### config.mk
export PLATFORM = sky130hd
export DESIGN_NAME = pcbp_controller
export DESIGN_NICKNAME = d
export VERILOG_FILES = /design/src/rtl/pcbp_pkg.sv /design/src/rtl/pcbp_controller.sv
export VERILOG_INCLUDE_DIRS = /design/src /design/src/rtl
export SDC_FILE = /design/constraint.sdc
export NUM_CORES = 1
export LEC_CHECK = 0
export ABC_CLOCK_PERIOD_IN_PS = 1900
export BUFFER_PORTS_ARGS = -buffer_cell sky130_fd_sc_hd__buf_4
export CORE_AREA = 5 5 42 44
export CTS_CLUSTER_SIZE = 40
export DETAILED_ROUTE_END_ITERATION = 6
export DIE_AREA = 0 0 47 49
export GPL_TIMING_DRIVEN = 0
export HOLD_SLACK_MARGIN = 0.08
export PLACE_DENSITY = 0.53
export SYNTH_ARGS = -nofsm -noshare
export SYNTH_HDL_FRONTEND = slang
export SYNTH_SLANG_ARGS = --single-unit
### constraint.sdc
create_clock -name clk -period 1.9 [get_ports clk]
set_input_delay 0.19 -clock clk [delete_from_list [all_inputs] [get_ports clk]]
set_output_delay 0.19 -clock clk [all_outputs]
set_load 0.05 [all_outputs]
### src/rtl/prefix_code_bit_packer_macros.svh
// Assertion macros shared by the prefix code bit packer modules.
// Included by the controller and the datapath; no other dependencies.
`ifndef PREFIX_CODE_BIT_PACKER_MACROS_SVH
`define PREFIX_CODE_BIT_PACKER_MACROS_SVH
`ifndef SYNTH
`define PCBP_ASSERT_IMP(lbl, clk, rst, a, b) \
  lbl: assert property (@(posedge clk) disable iff (rst) (a) |-> (b)) \
    else $error("same-cycle check failed");
`define PCBP_ASSERT_NXT(lbl, clk, rst, a, b) \
  lbl: assert property (@(posedge clk) disable iff (rst) (a) |=> (b)) \
    else $error("next-cycle check failed");
`else
`define PCBP_ASSERT_IMP(lbl, clk, rst, a, b)
`define PCBP_ASSERT_NXT(lbl, clk, rst, a, b)
`endif
`endif

### src/rtl/pcbp_pkg.sv
// Package for the prefix code bit packer: defaults, command codes and the
// controller/datapath interface structs. No dependencies.
package pcbp_pkg;

  localparam int SYMBOLS_DEF = 256;
  localparam int CODE_WORDS_DEF = 4;
  localparam int WORD_BITS = 64;
  localparam int BYTE_BITS = 8;

  localparam logic [1:0] CMD_WR_CODE = 2'd0;
  localparam logic [1:0] CMD_WR_LEN  = 2'd1;
  localparam logic [1:0] CMD_ENCODE  = 2'd2;

  typedef struct packed {
    logic code_we;
    logic len_we;
    logic start;
    logic load;
    logic step;
    logic fetch;
    logic flush;
    logic count;
  } pcbp_cmd_t;

  typedef struct packed {
    logic rem_zero;
    logic last_step;
    logic word_end;
    logic last_sym;
    logic out_free;
  } pcbp_stat_t;

endpackage

### src/rtl/pcbp_controller.sv
// Controller state machine of the prefix code bit packer.
// Uses pcbp_pkg for command codes and the command and status structs.
`include "prefix_code_bit_packer_macros.svh"
module pcbp_controller (
  input  logic                 clk,
  input  logic                 rst,
  input  logic                 in_valid,
  output logic                 in_ready,
  input  logic [1:0]           cmd,
  input  pcbp_pkg::pcbp_stat_t stat,
  output pcbp_pkg::pcbp_cmd_t  ctrl
);
  import pcbp_pkg::*;

  localparam logic [2:0] S_IDLE  = 3'd0;
  localparam logic [2:0] S_LOAD  = 3'd1;
  localparam logic [2:0] S_RUN   = 3'd2;
  localparam logic [2:0] S_FETCH = 3'd3;
  localparam logic [2:0] S_FLUSH = 3'd4;
  localparam logic [2:0] S_COUNT = 3'd5;

  logic [2:0] state;
  logic [2:0] state_next;

  always_comb begin
    state_next = state;
    ctrl       = '0;
    in_ready   = 1'b0;
    unique case (state)
      S_IDLE: begin
        in_ready = !rst;
        if (in_valid && !rst) begin
          unique case (cmd)
            CMD_WR_CODE: ctrl.code_we = 1'b1;
            CMD_WR_LEN:  ctrl.len_we = 1'b1;
            CMD_ENCODE: begin
              ctrl.start = 1'b1;
              state_next = S_LOAD;
            end
            default: ;
          endcase
        end
      end
      S_LOAD: begin
        ctrl.load  = 1'b1;
        state_next = S_RUN;
      end
      S_RUN: begin
        if (stat.rem_zero) begin
          state_next = stat.last_sym ? S_FLUSH : S_IDLE;
        end else if (stat.out_free) begin
          ctrl.step = 1'b1;
          if (stat.word_end) begin
            state_next = S_FETCH;
          end else if (stat.last_step) begin
            state_next = stat.last_sym ? S_FLUSH : S_IDLE;
          end
        end
      end
      S_FETCH: begin
        ctrl.fetch = 1'b1;
        state_next = S_RUN;
      end
      S_FLUSH: begin
        if (stat.out_free) begin
          ctrl.flush = 1'b1;
          state_next = S_COUNT;
        end
      end
      S_COUNT: begin
        if (stat.out_free) begin
          ctrl.count = 1'b1;
          state_next = S_IDLE;
        end
      end
      default: state_next = S_IDLE;
    endcase
  end

  always_ff @(posedge clk) begin
    if (rst) begin
      state <= S_IDLE;
    end else begin
      state <= state_next;
    end
  end

  `PCBP_ASSERT_NXT(a_load_after_start, clk, rst, ctrl.start, state == S_LOAD)
  `PCBP_ASSERT_IMP(a_fetch_order, clk, rst, state == S_FETCH, $past(state) == S_RUN)

endmodule

==> results of run 1 <==
-- cell usage after synthesis, types with 2 or more instances --
| master | n |
|---|---|
| nor3_1 | 2 |
| nand2_1 | 4 |
| inv_1 | 3 |
| nor2b_1 | 3 |
| nor2_1 | 5 |
| dfxtp_1 | 3 |
-- cell families after synthesis --
| logic type | Yosys count | synth area share |
|---|---|---|
| buffers and inverters | 5 | 0.0738 |
| DFF | 3 | 0.197 |
| AOI/OAI and AO/OA | 9 | 0.270 |
| and+or+nand+nor | 23 | 0.459 |
-- per-stage QoR --
stage	hold WS [ns]	total power, mW
after floorplan	0.267	0.290
after global placement	0.431	0.365
after detailed placement	0.432	0.365
after CTS	0.190	0.488
after global routing	0.195	0.527
final	0.195	0.480
-- power by group through the flow --
stage	registers, mW	logic [mW]	clock network, mW
floorplan	0.0817	0.208	0
global placement	0.0826	0.283	0
detailed placement	0.0825	0.282	0
CTS	0.0931	0.279	0.116
global route	0.0963	0.299	0.131
finish	0.0930	0.275	0.112
-- worst min path at each step --
| stage | startpoint | endpoint | slack, ns |
|---|---|---|---|
| global route | rst | state[1] | 0.20 |
| finish | rst | state[1] | 0.19 |
| CTS | rst | state[1] | 0.19 |
| global placement | rst | state[1] | 0.43 |
| floorplan | rst | state[1] | 0.27 |
| detailed placement | rst | state[1] | 0.43 |
-- metal layers --
layer / GRT usage / vias up
met2: 0.115 / 19
li1: - / 188
met3: 0.0627 / 0
met1: 0.0959 / 151
met5: 0 / -
met4: 0.0138 / 0
-- what timing repair did --
item	in CTS	in global routing
pin swaps	0	1
setup endpoints to repair	2	1
resized for setup	2	0
setup buffers	0	0
-- area by class of cell --
class / instances / area [um2] / share of cell area
buffer: 1 / 7.51 / 0.0143
clock buffer: 4 / 26.3 / 0.0500
inverter: 3 / 11.3 / 0.0214
multi-input combinational: 32 / 262 / 0.498
sequential: 3 / 60.1 / 0.114
tap: 16 / 20.0 / 0.0381
timing repair buffer: 18 / 139 / 0.264
==> flow_metrics.env, run 1 <==
export IMPL_slowest_delay_ns=0.41
export IMPL_r2r_end="state[0]"
export IMPL_rsz0062_at_grt="no"
export IMPL_synth_edf_count=0
export IMPL_num_io_pins=19
export IMPL_synth_ff_type="dfxtp_1"
export IMPL_top_layer="met3"
export IMPL_fillCellCount=167
export IMPL_gp_congestion=0.764
export IMPL_yosys_area_top_type="dfxtp_1"
export IMPL_outcome="complete, no violations"
export IMPL_synth_net_count=50
export IMPL_met3_length_um=118
export IMPL_end_kind="output pin"
export IMPL_swShare=0.435
export IMPL_largest_reg_flops=3
export IMPL_internal_power_mw=0.271
export IMPL_final_cells=77
export IMPL_finalNetCount=72
export IMPL_stdcell_area_um2=526
export IMPL_antenna_found_initial=0
export IMPL_cts_sinks=3
export IMPL_power_leakage_nw=0.236
export IMPL_power_frac_clock=0.233
export IMPL_drive_gt1_frac=0.492
export IMPL_regMostFlops="state"
export IMPL_setup_worst_path_start="state[1]"
export IMPL_core_area_um2=1400
export IMPL_path_max_fanout=10
export IMPL_routed_wl_um=846
export IMPL_rrSetupSlack_ns=0.28
export IMPL_yosys_register_bits=3
export IMPL_pre_cts_slack_ns=0.129
export IMPL_p_sw_mw=0.209
export IMPL_tns_ns=0
export IMPL_die_w_um=47
export IMPL_layout_common_cells="buf_4 (18), nor2_1 (4), nand2_1 (4)"
export IMPL_maxSlewViolCount=0
export IMPL_placed_cells=74
export IMPL_cts_root_buf="clkbuf_4"
export IMPL_cp_num_cells=5
export IMPL_fin_util=0.375
export IMPL_post_drt_via_cell_ratio=4.65
export IMPL_crit_family="simple AND/OR/NAND/NOR gates"
export IMPL_dpl_instance_area_um2=494
export IMPL_start_util=0.218
export IMPL_grt_pass1_vias=339
export IMPL_finalCriticalPeriod_ns=1.78
export IMPL_worst_ep_required_time_ns=1.71
export IMPL_synthTopCellsByArea="dfxtp_1 (20%), o31ai_4 (7.0%), nor2_1 (6.1%)"
export IMPL_clockBufferDepth=2
export IMPL_worstSetupEndpoint="ctrl[7]"
export IMPL_routedLengthMet1_um=386
export IMPL_drv_cap=0
export IMPL_fin_crit_sh=0.938
export IMPL_ys_types=26
export IMPL_p_comb_frac=0.573
export IMPL_worstHoldPathCells=2
export IMPL_area_growth_pct=72.1
export IMPL_yosysSeqAreaShare=0.197
export IMPL_r2r_start="state[0]"
export IMPL_grt_max_degree=12
export IMPL_worstPathCellList="buf_4 -> or3_4 -> nor2_4 -> nor4bb_4 -> buf_6"
export IMPL_cp_start_kind="flip-flop"
export IMPL_dr_pass1_iters=2
export IMPL_rows=14
export IMPL_post_drt_wl_per_cell_um=11.0
export IMPL_critPathBufInv=2
export IMPL_hold_viol_final=0
export IMPL_clk_pin_slew_ns=0.03
export IMPL_yosys_warnings=0
export IMPL_setup_violations=0
export IMPL_ant_nets=0
export IMPL_synth_top_area_share=0.197
export IMPL_syn_instance_count=40
export IMPL_reg_largest_list="state x3"
export IMPL_grt_pass1_wl_um=1360
export IMPL_gr_usage_all_layers=0.0808
export IMPL_dieArea_um2=2300
export IMPL_fin_ws_ns=0.118
export IMPL_hpwl_um=698
export IMPL_p_per_area_nw_per_um2=913
export IMPL_crit_arrival_ns=1.59
export IMPL_p_seq_frac=0.194
export IMPL_synth_avg_cell_area_um2=7.63
export IMPL_htreeDepth=1
export IMPL_synth_area_um2=305
export IMPL_vdd_drop_max_mv=0.530
export IMPL_num_antenna_cells=0
export IMPL_grt_overflow=0
export IMPL_wl_met2_um=340
export IMPL_initialDrtViolationCount=7
export IMPL_vias=358
export IMPL_final_common_cell="buf_4"
export IMPL_fin_skew_ns=0.00552
export IMPL_max_freq_mhz=561
export IMPL_crit_slowest_cell="or3_4"
export IMPL_worst_pin_slew_ns=0.323
export IMPL_hold_buffers=0
export IMPL_drc_errors=0
export IMPL_clk_latency_ns=0.23
export IMPL_min_path_type="in -> reg"
export IMPL_relSlewSlack=0.784
export IMPL_cts_tree="yes"
export IMPL_rr_worst_depth=4
export IMPL_port_buffers=18
export IMPL_die_y_um=49
export IMPL_async_flop_share=0
export IMPL_critPathKind="reg -> out"
export IMPL_cts_buffers=3
(Power assumes the default switching activity.)
==> run 2, diff against run 1 <==
--- a/config.mk
+++ b/config.mk
@@ -8,13 +8,16 @@
 export LEC_CHECK = 0
 export ABC_CLOCK_PERIOD_IN_PS = 1900
 export BUFFER_PORTS_ARGS = -buffer_cell sky130_fd_sc_hd__buf_4
+export CELL_PAD_IN_SITES_DETAIL_PLACEMENT = 1
+export CELL_PAD_IN_SITES_GLOBAL_PLACEMENT = 1
 export CORE_AREA = 5 5 42 44
 export CTS_CLUSTER_SIZE = 40
 export DETAILED_ROUTE_END_ITERATION = 6
 export DIE_AREA = 0 0 47 49
 export GPL_TIMING_DRIVEN = 0
 export HOLD_SLACK_MARGIN = 0.08
-export PLACE_DENSITY = 0.53
+export PLACE_DENSITY = 0.71
 export SYNTH_ARGS = -nofsm -noshare
 export SYNTH_HDL_FRONTEND = slang
 export SYNTH_SLANG_ARGS = --single-unit
+export TNS_END_PERCENT = 1
==> flow_metrics.env, run 2 (synthesis results as in run 1) <==
export IMPL_outcome="complete, no violations"
export IMPL_cp_start_kind="flip-flop"
export IMPL_r2r_start="state[1]"
export IMPL_post_drt_via_cell_ratio=5.15
export IMPL_dr_pass1_iters=2
export IMPL_grt_overflow=0
export IMPL_critPathKind="reg -> out"
export IMPL_path_max_fanout=6
export IMPL_fin_ws_ns=0.0787
export IMPL_relSlewSlack=0.775
export IMPL_gp_congestion=0.732
export IMPL_maxSlewViolCount=0
export IMPL_finalNetCount=75
export IMPL_internal_power_mw=0.292
export IMPL_clk_pin_slew_ns=0.03
export IMPL_grt_pass1_wl_um=1850
export IMPL_setup_worst_path_start="state[0]"
export IMPL_port_buffers=18
export IMPL_clk_latency_ns=0.23
export IMPL_hpwl_um=888
export IMPL_busiest_layer="met2"
export IMPL_cts_root_buf="clkbuf_4"
export IMPL_start_util=0.218
export IMPL_p_per_area_nw_per_um2=942
export IMPL_cts_sinks=3
export IMPL_pre_cts_slack_ns=0.0825
export IMPL_drive_gt1_frac=0.500
export IMPL_met3_usage=0.0480
export IMPL_crit_arrival_ns=1.63
export IMPL_p_sw_mw=0.223
export IMPL_gr_usage_all_layers=0.110
export IMPL_power_frac_clock=0.216
export IMPL_routed_wl_um=1110
export IMPL_worstHoldStart="rst"
export IMPL_layout_common_cells="buf_4 (20), nor2_1 (4), nand2_1 (4)"
export IMPL_drc_errors=0
export IMPL_core_area_um2=1400
export IMPL_drv_cap=0
export IMPL_post_drt_wl_per_cell_um=13.9
export IMPL_reg_largest_list="state x3"
export IMPL_ant_nets=0
export IMPL_die_y_um=49
export IMPL_met2_usage=0.174
export IMPL_vdd_drop_max_mv=0.484
export IMPL_num_antenna_cells=0
export IMPL_fin_util=0.390
export IMPL_fin_hold_ws_ns=0.195
export IMPL_finalCriticalPeriod_ns=1.82
export IMPL_worst_pin_slew_ns=0.336
export IMPL_worst_ep_required_time_ns=1.71
export IMPL_fillCellCount=180
export IMPL_hold_buffers=0
export IMPL_min_path_type="in -> reg"
export IMPL_setup_violations=0
export IMPL_fin_skew_ns=0.00290
export IMPL_cts_buffers=3
export IMPL_grt_max_degree=11
export IMPL_final_cells=80
export IMPL_fin_crit_sh=0.959
export IMPL_power_total_mw=0.515
export IMPL_swShare=0.433
export IMPL_end_kind="output pin"
export IMPL_htreeDepth=1
export IMPL_p_comb_frac=0.587
export IMPL_die_w_um=47
export IMPL_num_io_pins=19
export IMPL_vias=412
export IMPL_rows=14
export IMPL_max_freq_mhz=549
export IMPL_p_seq_frac=0.197
export IMPL_placed_cells=74
export IMPL_area_growth_pct=79.1
export IMPL_regMostFlops="state"
export IMPL_power_leakage_nw=0.249
export IMPL_dieArea_um2=2300
export IMPL_final_common_cell="buf_4"
export IMPL_clockBufferDepth=2
export IMPL_use_met1=0.125
export IMPL_largest_reg_flops=3
export IMPL_antenna_found_initial=0
export IMPL_cts_tree="yes"
export IMPL_hold_viol_final=0
export IMPL_grt_pass1_vias=434
export IMPL_initialDrtViolationCount=2
run 2: power by group through the flow:
stage	registers (mW)	logic, mW	clock network (mW)
CTS	0.0826	0.303	0.117
global route	0.105	0.325	0.127
floorplan	0.0816	0.205	0
finish	0.101	0.302	0.111
global placement	0.0824	0.282	0
detailed placement	0.0831	0.288	0
run 2: through the flow:
step / area (um2) / setup TNS, ns
finish: 547 / 0
global route: 547 / -0.0140
CTS: 528 / 0
detailed placement: 489 / 0
global placement: 489 / 0
floorplan: 334 / -0.344
run 2: repair_timing:
item / CTS / global route
buffers inserted: 0 / 3
pin swaps: 1 / 2
endpoints found under the setup margin: 2 / 1
resized for setup: 4 / 2
run 2: worst paths after layout:
path	endpoint	slack (ns)	cells after the start
worst min-delay path	state[1]	0.20	2
worst min register to register	state[1]	0.61	1
worst max-delay path	ctrl[7]	0.08	5
worst max register to register	state[0]	0.18	4
run 2: critical path, stage by stage (launching register included):
cell and delay, ns:
dfxtp_1 0.32, buf_6 0.13, or3_4 0.40, nor2_4 0.14
nor4bb_4 0.22, buf_6 0.19
run 2: per-layer routing:
layer / routed length [um] / up-vias
li1: - / 196
met1: 386 / 195
met2: 590 / 19
met3: 114 / 2
met4: 19 / 0
met5: 0 / -
run 2: area by class of cell:
class | instances | area [um2] | share of cell area
Sequential cell | 3 | 60.1 | 0.110
Inverter | 3 | 11.3 | 0.0206
Timing Repair Buffer | 21 | 161 | 0.295
Buffer | 1 | 11.3 | 0.0206
Clock buffer | 4 | 26.3 | 0.0481
Tap cell | 16 | 20.0 | 0.0366
Multi-Input combinational cell | 32 | 256 | 0.469
